File: src/rtl/cpm_pkg.sv
// Shared types and constants for the capture period meter.
package cpm_pkg;

   // Request opcodes; the unused code behaves as a status query
   typedef enum logic [1:0] {
      OP_CAPTURE = 2'd0,
      OP_TICK    = 2'd1,
      OP_QUERY   = 2'd2
   } cpm_op_type;

   // Configuration register indexes
   localparam logic [1:0] CSR_CLOCK_HZ  = 2'd0;
   localparam logic [1:0] CSR_PRESCALER = 2'd1;
   localparam logic [1:0] CSR_TIMEOUT   = 2'd2;

   localparam int unsigned CLOCK_W    = 27;
   localparam int unsigned PRESC_W    = 11;
   localparam int unsigned TIMEOUT_W  = 16;
   localparam int unsigned CSR_DATA_W = 27;
   localparam int unsigned CSR_IDX_W  = 2;

   localparam int unsigned CAP_W    = 16;
   localparam int unsigned STAMP_W  = 32;
   localparam int unsigned PERIOD_W = 32;
   localparam int unsigned FREQ_W   = 32;

   // Captures below this value may carry an unhandled overflow
   localparam logic [CAP_W-1:0] EARLY_LIMIT = 16'h7FFF;

   localparam logic [CLOCK_W-1:0]   CLOCK_HZ_RESET  = 27'd16000000;
   localparam logic [PRESC_W-1:0]   PRESCALER_RESET = 11'd64;
   localparam logic [TIMEOUT_W-1:0] TIMEOUT_RESET   = 16'd4;

   // Job queue between request handling and frequency unit
   localparam int unsigned QDEPTH = 4;
   localparam int unsigned QPTR_W = 2;

   typedef struct packed {
      logic [PERIOD_W-1:0] period;
      logic                stalled;
   } cpm_job_type;

   typedef struct packed {
      logic        push;
      cpm_job_type job;
   } cpm_push_type;

   typedef struct packed {
      logic empty;
      logic full;
   } cpm_qstat_type;

endpackage

File: src/rtl/cpm_front.sv
// Request handling: timestamp extension, period and stall tracking.
module cpm_front (
   input  logic                            clock,
   input  logic                            reset,
   input  logic                            req_valid,
   output logic                            req_ready,
   input  logic [1:0]                      req_opcode,
   input  logic [cpm_pkg::CAP_W-1:0]       req_capture_value,
   input  logic                            req_overflow_pending,
   input  logic [cpm_pkg::TIMEOUT_W-1:0]   timeout,
   input  cpm_pkg::cpm_qstat_type          q_stat,
   output cpm_pkg::cpm_push_type           q_push
);
   import cpm_pkg::*;

   logic [CAP_W-1:0]     oc_ff, oc_in;
   logic [STAMP_W-1:0]   prev_ff, prev_in;
   logic [PERIOD_W-1:0]  period_ff, period_in;
   logic [TIMEOUT_W-1:0] ticks_ff, ticks_in;
   logic                 stall_ff, stall_in;
   logic                 accept;
   logic [CAP_W-1:0]     oc_cap;
   logic [STAMP_W-1:0]   stamp;
   logic [TIMEOUT_W-1:0] ticks_inc;
   cpm_op_type           op;

   assign req_ready = !q_stat.full;
   assign accept    = req_valid && req_ready;
   assign op        = cpm_op_type'(req_opcode);

   // Extend the capture to a full timestamp, folding in an early overflow
   assign oc_cap = (req_overflow_pending && (req_capture_value < EARLY_LIMIT))
                   ? oc_ff + 1'b1 : oc_ff;
   assign stamp     = {oc_cap, req_capture_value};
   assign ticks_inc = ticks_ff + 1'b1;

   // Compute next tracking state for the request
   always_comb begin
      oc_in     = oc_ff;
      prev_in   = prev_ff;
      period_in = period_ff;
      ticks_in  = ticks_ff;
      stall_in  = stall_ff;
      if (accept) begin
         unique case (op)
            OP_CAPTURE: begin
               oc_in = oc_cap;
               if (!stall_ff) begin
                  period_in = stamp - prev_ff;
               end else begin
                  stall_in = 1'b0;
               end
               prev_in  = stamp;
               ticks_in = '0;
            end
            OP_TICK: begin
               oc_in = oc_ff + 1'b1;
               if (!stall_ff) begin
                  ticks_in = ticks_inc;
                  if (ticks_inc >= timeout) begin
                     stall_in  = 1'b1;
                     period_in = '0;
                  end
               end
            end
            default: begin
            end
         endcase
      end
   end

   // Hand every request's outcome to the frequency unit
   assign q_push.push        = accept;
   assign q_push.job.period  = period_in;
   assign q_push.job.stalled = stall_in;

   // Hold tracking state
   always_ff @(posedge clock) begin
      if (reset) begin
         oc_ff     <= '0;
         prev_ff   <= '0;
         period_ff <= '0;
         ticks_ff  <= '0;
         stall_ff  <= 1'b1;
      end else begin
         oc_ff     <= oc_in;
         prev_ff   <= prev_in;
         period_ff <= period_in;
         ticks_ff  <= ticks_in;
         stall_ff  <= stall_in;
      end
   end

endmodule

File: src/rtl/cpm_queue.sv
// Small job queue between request handling and the frequency unit.
module cpm_queue (
   input  logic                   clock,
   input  logic                   reset,
   input  cpm_pkg::cpm_push_type  q_push,
   input  logic                   q_pop,
   output cpm_pkg::cpm_qstat_type q_stat,
   output cpm_pkg::cpm_job_type   q_head
);
   import cpm_pkg::*;

   cpm_job_type       entry_ff [QDEPTH];
   logic [QPTR_W-1:0] wr_ptr_ff, wr_ptr_in;
   logic [QPTR_W-1:0] rd_ptr_ff, rd_ptr_in;
   logic [QPTR_W:0]   count_ff, count_in;
   logic              do_push;
   logic              do_pop;

   assign q_stat.empty = (count_ff == '0);
   assign q_stat.full  = (count_ff == (QPTR_W+1)'(QDEPTH));
   assign q_head       = entry_ff[rd_ptr_ff];

   assign do_push = q_push.push && !q_stat.full;
   assign do_pop  = q_pop && !q_stat.empty;

   // Advance pointers and occupancy
   always_comb begin
      wr_ptr_in = do_push ? wr_ptr_ff + 1'b1 : wr_ptr_ff;
      rd_ptr_in = do_pop ? rd_ptr_ff + 1'b1 : rd_ptr_ff;
      count_in  = count_ff;
      if (do_push && !do_pop) begin
         count_in = count_ff + 1'b1;
      end else if (do_pop && !do_push) begin
         count_in = count_ff - 1'b1;
      end
   end

   always_ff @(posedge clock) begin
      if (reset) begin
         wr_ptr_ff <= '0;
         rd_ptr_ff <= '0;
         count_ff  <= '0;
      end else begin
         wr_ptr_ff <= wr_ptr_in;
         rd_ptr_ff <= rd_ptr_in;
         count_ff  <= count_in;
      end
   end

   // Store entries
   always_ff @(posedge clock) begin
      if (do_push) begin
         entry_ff[wr_ptr_ff] <= q_push.job;
      end
   end

endmodule

File: src/rtl/cpm_freq.sv
// Frequency unit: Q24.8 frequency by a bit-serial restoring divider.
module cpm_freq (
   input  logic                          clock,
   input  logic                          reset,
   input  logic [cpm_pkg::CLOCK_W-1:0]   clock_hz,
   input  logic [cpm_pkg::PRESC_W-1:0]   prescaler,
   input  cpm_pkg::cpm_qstat_type        q_stat,
   input  cpm_pkg::cpm_job_type          q_head,
   output logic                          q_pop,
   output logic                          rsp_valid,
   input  logic                          rsp_ready,
   output logic [cpm_pkg::PERIOD_W-1:0]  rsp_period_ticks,
   output logic                          rsp_stalled,
   output logic [cpm_pkg::FREQ_W-1:0]    rsp_frequency_q8
);
   import cpm_pkg::*;

   localparam int unsigned NUM_W = CLOCK_W + 8;
   localparam int unsigned DEN_W = PRESC_W + PERIOD_W;
   localparam int unsigned CNT_W = $clog2(NUM_W);

   typedef enum logic [1:0] {
      ST_IDLE,
      ST_MUL,
      ST_DIV,
      ST_OUT
   } state_type;

   state_type          state_ff;
   cpm_job_type        job_ff;
   logic [DEN_W-1:0]   den_ff;
   logic [DEN_W-1:0]   rem_ff;
   logic [NUM_W-1:0]   num_ff;
   logic [NUM_W-1:0]   quot_ff;
   logic [CNT_W-1:0]   cnt_ff;
   logic [FREQ_W-1:0]  freq_ff;
   logic               valid_ff;
   logic [DEN_W:0]     trial;
   logic [DEN_W:0]     diff;
   logic               fits;
   logic [NUM_W-1:0]   quot_next;

   // One restoring division step
   assign trial     = {rem_ff, num_ff[NUM_W-1]};
   assign diff      = trial - {1'b0, den_ff};
   assign fits      = (trial >= {1'b0, den_ff});
   assign quot_next = {quot_ff[NUM_W-2:0], fits};

   assign q_pop            = (state_ff == ST_IDLE) && !q_stat.empty;
   assign rsp_valid        = valid_ff;
   assign rsp_period_ticks = job_ff.period;
   assign rsp_stalled      = job_ff.stalled;
   assign rsp_frequency_q8 = freq_ff;

   // Sequence: take job, form divisor, divide unless the result is already known, present response
   always_ff @(posedge clock) begin
      if (reset) begin
         state_ff <= ST_IDLE;
         valid_ff <= 1'b0;
      end else begin
         unique case (state_ff)
            ST_IDLE: begin
               if (!q_stat.empty) begin
                  job_ff   <= q_head;
                  state_ff <= ST_MUL;
               end
            end
            ST_MUL: begin
               den_ff  <= DEN_W'(prescaler) * DEN_W'(job_ff.period);
               rem_ff  <= '0;
               num_ff  <= {clock_hz, 8'd0};
               quot_ff <= '0;
               cnt_ff  <= CNT_W'(NUM_W - 1);
               if (job_ff.stalled || (job_ff.period == '0)) begin
                  freq_ff  <= '0;
                  valid_ff <= 1'b1;
                  state_ff <= ST_OUT;
               end else if (prescaler == '0) begin
                  freq_ff  <= '1;
                  valid_ff <= 1'b1;
                  state_ff <= ST_OUT;
               end else begin
                  state_ff <= ST_DIV;
               end
            end
            ST_DIV: begin
               rem_ff  <= fits ? diff[DEN_W-1:0] : trial[DEN_W-1:0];
               num_ff  <= {num_ff[NUM_W-2:0], 1'b0};
               quot_ff <= quot_next;
               if (cnt_ff == '0) begin
                  // Saturate quotients that overflow 32 bits
                  freq_ff  <= (|quot_next[NUM_W-1:FREQ_W]) ? '1 : quot_next[FREQ_W-1:0];
                  valid_ff <= 1'b1;
                  state_ff <= ST_OUT;
               end else begin
                  cnt_ff <= cnt_ff - 1'b1;
               end
            end
            ST_OUT: begin
               if (rsp_ready) begin
                  valid_ff <= 1'b0;
                  state_ff <= ST_IDLE;
               end
            end
            default: begin
               state_ff <= ST_IDLE;
            end
         endcase
      end
   end

endmodule

File: src/rtl/capture_period_meter.sv
// Top level of the capture period meter.
//
//  channel | ports                                    | transfer
//  --------+------------------------------------------+------------------------
//  request | req_valid/req_ready, opcode, capture,    | valid & ready
//          | overflow_pending                         |
//  result  | rsp_valid/rsp_ready, period, stalled,    | valid & ready
//          | frequency_q8                             |
//  config  | csr_write_enable, csr_index, csr_data    | write enable, no wait
//
// Each request updates the tracking state on the cycle it is accepted and
// queues a job; the frequency unit then takes each job in turn: it picks it
// up, forms the divisor by a multiply, runs the bit-serial divider (skipped
// for stalled, zero-period or zero-prescaler jobs) and presents the response.
// It takes no new job until that response is taken, so a response that waits
// holds the frequency unit; the four-entry job queue lets requests keep
// flowing until it fills. Reset is synchronous and needs no clearing pass.
module capture_period_meter (
   input  logic                            clock,
   input  logic                            reset,
   input  logic                            req_valid,
   output logic                            req_ready,
   input  logic [1:0]                      req_opcode,
   input  logic [cpm_pkg::CAP_W-1:0]       req_capture_value,
   input  logic                            req_overflow_pending,
   output logic                            rsp_valid,
   input  logic                            rsp_ready,
   output logic [cpm_pkg::PERIOD_W-1:0]    rsp_period_ticks,
   output logic                            rsp_stalled,
   output logic [cpm_pkg::FREQ_W-1:0]      rsp_frequency_q8,
   input  logic                            csr_write_enable,
   input  logic [cpm_pkg::CSR_IDX_W-1:0]   csr_index,
   input  logic [cpm_pkg::CSR_DATA_W-1:0]  csr_data
);
   import cpm_pkg::*;

   logic [CLOCK_W-1:0]   clock_hz_ff;
   logic [PRESC_W-1:0]   prescaler_ff;
   logic [TIMEOUT_W-1:0] timeout_ff;
   cpm_push_type         q_push;
   cpm_qstat_type        q_stat;
   cpm_job_type          q_head;
   logic                 q_pop;

   // Hold configuration registers
   always_ff @(posedge clock) begin
      if (reset) begin
         clock_hz_ff  <= CLOCK_HZ_RESET;
         prescaler_ff <= PRESCALER_RESET;
         timeout_ff   <= TIMEOUT_RESET;
      end else if (csr_write_enable) begin
         unique case (csr_index)
            CSR_CLOCK_HZ:  clock_hz_ff  <= csr_data[CLOCK_W-1:0];
            CSR_PRESCALER: prescaler_ff <= csr_data[PRESC_W-1:0];
            CSR_TIMEOUT:   timeout_ff   <= csr_data[TIMEOUT_W-1:0];
            default: begin
            end
         endcase
      end
   end

   cpm_front u_front (
      .clock                (clock),
      .reset                (reset),
      .req_valid            (req_valid),
      .req_ready            (req_ready),
      .req_opcode           (req_opcode),
      .req_capture_value    (req_capture_value),
      .req_overflow_pending (req_overflow_pending),
      .timeout              (timeout_ff),
      .q_stat               (q_stat),
      .q_push               (q_push)
   );

   cpm_queue u_queue (
      .clock  (clock),
      .reset  (reset),
      .q_push (q_push),
      .q_pop  (q_pop),
      .q_stat (q_stat),
      .q_head (q_head)
   );

   cpm_freq u_freq (
      .clock            (clock),
      .reset            (reset),
      .clock_hz         (clock_hz_ff),
      .prescaler        (prescaler_ff),
      .q_stat           (q_stat),
      .q_head           (q_head),
      .q_pop            (q_pop),
      .rsp_valid        (rsp_valid),
      .rsp_ready        (rsp_ready),
      .rsp_period_ticks (rsp_period_ticks),
      .rsp_stalled      (rsp_stalled),
      .rsp_frequency_q8 (rsp_frequency_q8)
   );

   // A request is never pushed into a full queue
   a_no_push_full: assert property (@(posedge clock) disable iff (reset)
      q_push.push |-> !q_stat.full)
      else $error("request pushed into full job queue");

   // A stalled response reports no frequency
   a_stall_zero: assert property (@(posedge clock) disable iff (reset)
      (rsp_valid && rsp_stalled) |-> (rsp_frequency_q8 == '0))
      else $error("stalled response with nonzero frequency");

   // A zero period reports no frequency
   a_period_zero: assert property (@(posedge clock) disable iff (reset)
      (rsp_valid && (rsp_period_ticks == '0)) |-> (rsp_frequency_q8 == '0))
      else $error("zero period with nonzero frequency");

   // A pop only happens while no response is pending
   a_pop_idle: assert property (@(posedge clock) disable iff (reset)
      q_pop |-> (!rsp_valid && !q_stat.empty))
      else $error("job taken while response pending or queue empty");

endmodule
File: config.mk
export PLATFORM = sky130hd
export DESIGN_NAME = capture_period_meter
export DESIGN_NICKNAME = d
export VERILOG_FILES = /design/src/rtl/cpm_pkg.sv /design/src/rtl/cpm_front.sv /design/src/rtl/cpm_queue.sv /design/src/rtl/cpm_freq.sv /design/src/rtl/capture_period_meter.sv
export SDC_FILE = /design/constraint.sdc
export NUM_CORES = 2
export LEC_CHECK = 0
export BUFFER_PORTS_ARGS = -buffer_cell sky130_fd_sc_hd__buf_2
export CAP_MARGIN = 40
export CORE_MARGIN = 2
export CORE_UTILIZATION = 60
export DETAILED_ROUTE_END_ITERATION = 10
export GPL_TIMING_DRIVEN = 0
export PLACE_DENSITY = 0.77
export SLEW_MARGIN = 20
export SYNTH_ARGS = -nofsm -noshare
export SYNTH_HDL_FRONTEND = slang
export SYNTH_SLANG_ARGS = --single-unit
File: constraint.sdc
create_clock -name clock -period 8.95 [get_ports clock]
set_clock_uncertainty 0.15 [all_clocks]
set_input_delay 0.4475 -clock clock [delete_from_list [all_inputs] [get_ports clock]]
set_output_delay 0.4475 -clock clock [all_outputs]
set_load 0.005 [all_outputs]
Yosys cells after proc, flatten, opt, wreduce, memory -nomap -nowiden
Memories as Yosys holds them, arrays and structs flattened. A register that Yosys moved wholly into a read port is not among the register bits.
Cells that the tools add are included.
{ "classes": {"n_addsub": 9, "multipliers": 1, "order_cmp": 3, "eq_ne": 13, "n_mux": 39, "bitwise": 2, "n_reduce_logical": 37} }
{ "op_table": {"columns": ["operator", "count"], "rows": [
  ["32-bit two-way mux", 8],
  ["32-bit case mux with 2 select lines", 2],
  ["43-bit case mux with 2 select lines", 1],
  ["35-bit case mux with 2 select lines", 1],
  ["34-bit case mux with 2 select lines", 1],
  ["16-bit case mux with 2 select lines", 2],
  ["44-bit by 43-bit >= comparator with 1-bit output", 1],
  ["11-bit by 32-bit multiplier with 43-bit output", 1],
  ["43-bit two-way mux", 1],
  ["43-bit subtractor", 1],
  ["16-bit by 1-bit adder with 16-bit output, second input constant", 2],
  ["32-bit zero test", 1],
  ["16-bit two-way mux", 2],
  ["32-bit subtractor", 1],
  ["16-bit >= comparator", 1],
  ["16-bit by 15-bit < comparator with 1-bit output, second input constant", 1],
  ["2-bit AND reduction", 7],
  ["6-bit case mux with 2 select lines", 1],
  ["3-bit AND reduction", 4],
  ["11-bit zero test", 1],
  ["1-bit two-way mux", 10],
  ["2-bit two-way mux", 4],
  ["2-bit inequality test, second input constant", 4],
  ["2-bit case mux with 4 select lines", 1],
  ["other kinds (24)", 45]
]} }
{ "totals": {"register_bits": 354, "mem_bits_rw": 132, "input_bits": 53, "output_inout_bits": 67, "elab_cells": 124, "n_memories": 1} }
{ "memory_table": {"columns": ["name", "words", "width", "read_ports", "rd_clocked_by_memory_dff", "write_ports", "line", "source"], "rows": [
  ["u_queue.entry_ff", 4, 33, 1, 1, 1, "cpm_queue.sv:12", "cpm_job_type entry_ff [QDEPTH];"]
]} }

Depth between registers and ports, before layout
{ "logic_depth": {"ltp_word": 8, "depth_mapped": 24, "ltp_nobuf": 22} }

Hierarchy
From an unflattened synthesis, not the netlist that was laid out.
{ "hier_totals": {"cells_unflattened": 3508, "area_unflattened_um2": 36307.3} }
{ "modules_own_cells": {"columns": ["mod", "n_inst", "cells_each", "area_each_um2", "seq_area_each_um2"], "rows": [
  ["cpm_freq", 1, 2243, 22135.0, 6606.3],
  ["cpm_front", 1, 832, 6627.6, 1941.9],
  ["cpm_queue", 1, 221, 5282.6, 4144.0],
  ["capture_period_meter", 1, 212, 2262.2, 1081.0]
]} }

Worst setup path after synthesis
OpenSTA, ideal clock, no wires.
{ "synth_timing": {"kind": "register to register", "start": "reg u_freq.state_ff[0]", "end": "reg u_freq.freq_ff[0], in the netlist u_freq.rsp_frequency_q8[0] (enable)", "setup_ps": 392, "t_arrival_ps": 6605, "required_time_ps": 8408, "path_slack_ps": 1803, "path_stages_with_launch": 5, "path_buffers": 0, "period_less_slack_ps": 7147, "cell_sequence": "dfxtp_1 inv_1 ha_1 nor2b_1 and2_1"} }
{ "synth_between": {"elab_chain_cells": 3, "word_cells_on_any_way": 6, "classes_between": "4 x eq/ne; 2 x reduce/logical"} }
{ "synth_lines": {"columns": ["item", "line", "source"], "rows": [
  ["from (decl)", "cpm_freq.sv:29", "state_type state_ff;"],
  ["from (signal assigned)", "cpm_freq.sv:58", "state_ff <= ST_IDLE;"],
  ["from (signal assigned)", "cpm_freq.sv:65", "state_ff <= ST_MUL;"],
  ["from (signal assigned)", "cpm_freq.sv:77", "state_ff <= ST_OUT;"],
  ["2-bit by 1-bit equality test with 1-bit output / 2-bit equality test (equally long branches)", "cpm_freq.sv:61", "unique case (state_ff)"],
  ["3-bit by 1-bit inequality test with 1-bit output (no line) (tied with other cells)", null, null],
  ["4-bit AND reduction (no line) (*)", null, null],
  ["to (signal assigned)", "cpm_freq.sv:92", "freq_ff <= (|quot_next[NUM_W-1:FREQ_W]) ? '1 : quot_next[FREQ_W-1:0];"],
  ["to (decl)", "cpm_freq.sv:36", "logic [FREQ_W-1:0] freq_ff;"]
]} }
Every way passes the cells marked *; elsewhere a longest branch is shown, timed or not.
A chain may end at the register's enable or synchronous reset.

Worst setup path after layout
{ "layout_timing": {"start": "reg prescaler_ff[7]", "end": "reg u_freq.den_ff[41] (data pin)"} }
{ "layout_between": {"elab_chain_cells": 1} }
{ "layout_lines": {"columns": ["item", "line", "source"], "rows": [
  ["from (decl)", "capture_period_meter.sv:38", "logic [PRESC_W-1:0] prescaler_ff;"],
  ["from (signal assigned)", "capture_period_meter.sv:54", "CSR_PRESCALER: prescaler_ff <= csr_data[PRESC_W-1:0];"],
  ["11-bit by 32-bit multiplier with 43-bit output", "cpm_freq.sv:69", "den_ff <= DEN_W'(prescaler) * DEN_W'(job_ff.period);"],
  ["to (signal assigned)", "cpm_freq.sv:69", null],
  ["to (decl)", "cpm_freq.sv:31", "logic [DEN_W-1:0] den_ff;"]
]} }
Every way passes these cells.

==> summary.txt <==
Status
  • Status: completed

Synthesis
  • Area of the mapped netlist: 0.0351 mm^2
  • Seq cells post-synth: 511
  • Mean area per synthesized cell: 10.3 um^2
  • Top_reg_cell synth: edfxtp_1
  • Post-synth EDFFs: 350
  • Syn. warnings: 0
  • Yosys cell types: 84
  • Cells after Synth: 3,421
  • Mapped Nets: 3,930
  • Seq/Total Area, Yosys: 39.1%
  • Post-synth ARST share: 0%

Floorplan
  • # rows: 88
  • Starting density of the core: 60.8%
  • Die area: 0.0605 mm^2
  • Core area: 0.0578 mm^2
  • Die Width: 246 um
  • Chip height: 246 um
  • # IOs: 120

Setup path
  • Startpoint types: register
  • Most frequent CP cell: fa_1
  • RR Endpoint: u_freq.den_ff[41]
  • CP Data Required Time: 9.28 ns
  • CP Max Fanout: 10
  • Worst Setup Path Type: register to register
  • Max incr delay on CP: 0.58 ns
  • Internal reg-to-reg setup slack: 1.73 ns
  • R2R depth: 22
  • Cell Chain, Critical Path: clkbuf_1, clkbuf_1, nand2_1, fa_1, inv_1, fa_1, fa_1, fa_1, inv_1, fa_1, inv_1, ha_1, clkbuf_1, nand2_1, or2_2, a211oi_2, o21a_1, o31ai_2, o31ai_2, a221oi_2, or4_1, nand3_1
  • Crit path capture type: register
  • CP Data Arrival Time: 7.55 ns
  • RR Startpoint: prescaler_ff[7]
  • Critical-path top delay cell: clkbuf_1

Final layout
  • Fraction of layout cells with a size suffix above 1: 8.95%
  • Synth-to-layout area growth: 12.0%
  • Commonest non-fill, non-tap cell in the layout: nand2_1
  • Final cell utilization of the core: 68.1%
  • Commonest cells after routing, fill and taps aside: 467 x nand2_1, 416 x inv_1, 350 x edfxtp_1, 272 x fa_1, 220 x and2_1
  • Nets@finish: 4,166

Power and ir drop
  • Leakage: 16.7 nW
  • VDD IR-drop max: 0.000182 V
  • Internal Pwr Total: 6.13 mW
  • Switch share: 36.9%
  • Pwr per Cell Area: 247 mW/mm^2
  • Combinational Power Share: 41.7%
  • Seq pwr share: 34.1%
  • Psw: 3.58 mW
  • Clock power frac: 24.2%

Place
  • IO Port Bufs: 117
  • Pre-CTS setup slack: 1.85 ns
  • Placer Congestion: 0.949
  • DP Wirelength: 63,400 um

Clocking
  • Clk slew on worst S/H paths: 0.06 ns
  • Hold buffer count at CTS: 43
  • CTS H-tree depth: 2
  • Clock Path Buffers: 3
  • Clock sink total: 511
  • Setup Fix Bufs, Post-CTS: 0
  • Num CTS Buffers: 53
  • TritonCTS clock tree: built
  • Skew-Pair Late Insertion Delay: 0.62 ns
  • Clock root cell: clkbuf_16
  • Post_cts resized: 0

GRT
  • GRT Residual Overflow: 0
  • Largest net degree at the start of global routing: 33
  • Total track usage: 28.5%
  • Global-route wire length before repair: 135,000 um
  • Initial antenna violation count: 2
  • Number of global-route vias before repair: 25,518

STA
  • Worst slew pin tran: 1.00 ns
  • Final-report max-slew violation count: 0
  • Fin. Hold Viols: 0
  • Crit path time final: 7.22 ns
  • Fmax: 139 MHz
  • WHS: 0.0332 ns
  • Worst slew margin: 32.7%
  • Crit share post-route: 80.6%
  • RSZ-0062 raised after global routing: no
  • Final WS setup: 1.73 ns
  • Final setup violation count: 0

Drt
  • Drt first-iter violations: 1,884
  • WL/cell: 19.0 um
  • WL final: 84,900 um
  • Routed Antenna Nets: 0
  • DRT Pass-1 Iters: 5
  • DRC errors left: 0
  • Avg Vias per Cell: 5.68
  • Number of vias in the routed layout: 25,358

Hold path
  • Hold Crit Class: input pin to register
  • Hold Path Origin: rsp_ready
  • Worst Hold Depth: 4
  • Worst hold endpoint: u_freq.rsp_valid

Job
  • Max Cap Violations: 0
worst max-delay path: cells and delay by family, from the launching register on:
family	cells	cell delay, ns
AO/OA/AOI/OAI	5	1.26
adder cells (fa/ha/maj)	6	2.90
buffers and inverters	6	1.41
flip-flops	1	0.31
AND/OR/NAND/NOR	5	1.05
layer usage:
metal | up-vias | share of wire (%) | GRT usage [%]
met4 | 0 | 5.0 | 14.0
met5 | - | 0 | 0
met3 | 234 | 7.3 | 5.49
li1 | 11954 | - | -
met1 | 12236 | 40 | 35.9
met2 | 934 | 48 | 47.2
logic make-up (layout without fill, tap and decap cells):
family / Yosys count / count (layout) / share of synthesized area [%]
adders and majority gates: 456 / 456 / 22.0
and+or+nand+nor: 1105 / 1105 / 15.1
muxes: 83 / 83 / 3.63
AOI/OAI and AO/OA: 528 / 528 / 10.0
buffers and inverters: 591 / 870 / 6.46
DFF: 511 / 511 / 39.1
xor gates and xnor gates: 147 / 147 / 3.66
other: 0 / 1 / 0
synth_stat cells, types with 7 or more instances:
master / number / area, um^2
a211oi_1: 31 / 233
a21boi_0: 8 / 60.1
a21o_1: 72 / 541
a21oi_1: 180 / 901
a22o_1: 25 / 219
a22oi_1: 9 / 67.6
a31oi_1: 26 / 163
and2_1: 221 / 1380
and3_1: 29 / 181
buf_1: 11 / 41.3
buf_2: 12 / 60.1
clkbuf_1: 145 / 544
dfxtp_1: 161 / 3220
edfxtp_1: 350 / 10500
fa_1: 272 / 5450
ha_1: 184 / 2300
inv_1: 416 / 1560
mux2_2: 26 / 293
mux2i_1: 24 / 240
mux4_2: 33 / 743
nand2_1: 467 / 1750
nand2b_1: 43 / 269
nand3_1: 54 / 270
nand3b_1: 10 / 75.1
nand4_1: 26 / 163
nor2_1: 157 / 589
nor2b_1: 15 / 93.8
nor3_1: 30 / 150
nor4_1: 18 / 113
o211ai_1: 7 / 52.6
o21a_1: 24 / 180
o21ai_0: 53 / 265
o21bai_1: 24 / 180
o22ai_1: 7 / 43.8
or3_1: 10 / 62.6
xnor2_1: 85 / 744
xor2_1: 62 / 543
through the flow:
stage                     TNS [ns]  cell area [um^2]  cells  total power, mW
final                            0             39400   4466             9.71
after global routing             0             39400   4466             10.3
after CTS                        0             39300   4461             9.70
after detailed placement         0             37000   4320             7.31
after global placement      -34.83             36700   4303             7.19
after floorplan                  0             35100   3421             6.21
cell type report:
type / count / area, um^2
clock buffer: 69 / 1470
fill: 4360 / 18400
timing repair buffer: 181 / 1360
inverter: 417 / 1570
tap: 765 / 957
antenna: 1 / 2.50
clock inverter: 29 / 399
sequential: 511 / 13700
multi-input combinational: 2319 / 19200
buffer: 174 / 703
power groups by stage:
| stage | sequential [mW] | clock [mW] | combinational, mW |
|---|---|---|---|
| floorplan | 3.32 | 0 | 2.89 |
| CTS | 3.31 | 2.38 | 4.01 |
| global route | 3.34 | 2.47 | 4.51 |
| detailed placement | 3.35 | 0 | 3.96 |
| finish | 3.31 | 2.35 | 4.05 |
| global placement | 3.39 | 0 | 3.79 |
flip-flops by register name (all words and copies together) (netlist names), 2 cells and up:
| register | cells |
|---|---|
| u_queue.entry_ff | 132 |
| u_freq.den_ff | 43 |
| u_freq.rem_ff | 43 |
| u_freq.quot_ff | 34 |
| u_freq.rsp_frequency_q8 | 32 |
| u_freq.rsp_period_ticks | 32 |
| u_front.period_ff | 32 |
| u_front.prev_ff | 32 |
| clock_hz_ff | 27 |
| u_freq.num_ff | 27 |
| timeout_ff | 16 |
| u_front.oc_ff | 16 |
| u_front.ticks_ff | 16 |
| prescaler_ff | 11 |
| u_freq.cnt_ff | 6 |
| u_queue.count_ff | 3 |
| u_freq.state_ff | 2 |
| u_queue.rd_ptr_ff | 2 |
| u_queue.wr_ptr_ff | 2 |
worst max path at each step:
stage / start / to / slack [ns] / cells past startpoint
finish: prescaler_ff[7] / u_freq.den_ff[41] / 1.73 / 22
global route: prescaler_ff[7] / u_freq.den_ff[41] / 1.38 / 22
CTS: prescaler_ff[3] / u_freq.den_ff[39] / 1.83 / 22
detailed placement: prescaler_ff[3] / u_freq.den_ff[39] / 1.85 / 22
global placement: reset / u_freq.rsp_frequency_q8[7] / -1.05 / 3
floorplan: u_freq.state_ff[0] / u_freq.rsp_frequency_q8[0] / 1.80 / 4
Power figures use the tool's default switching activity.
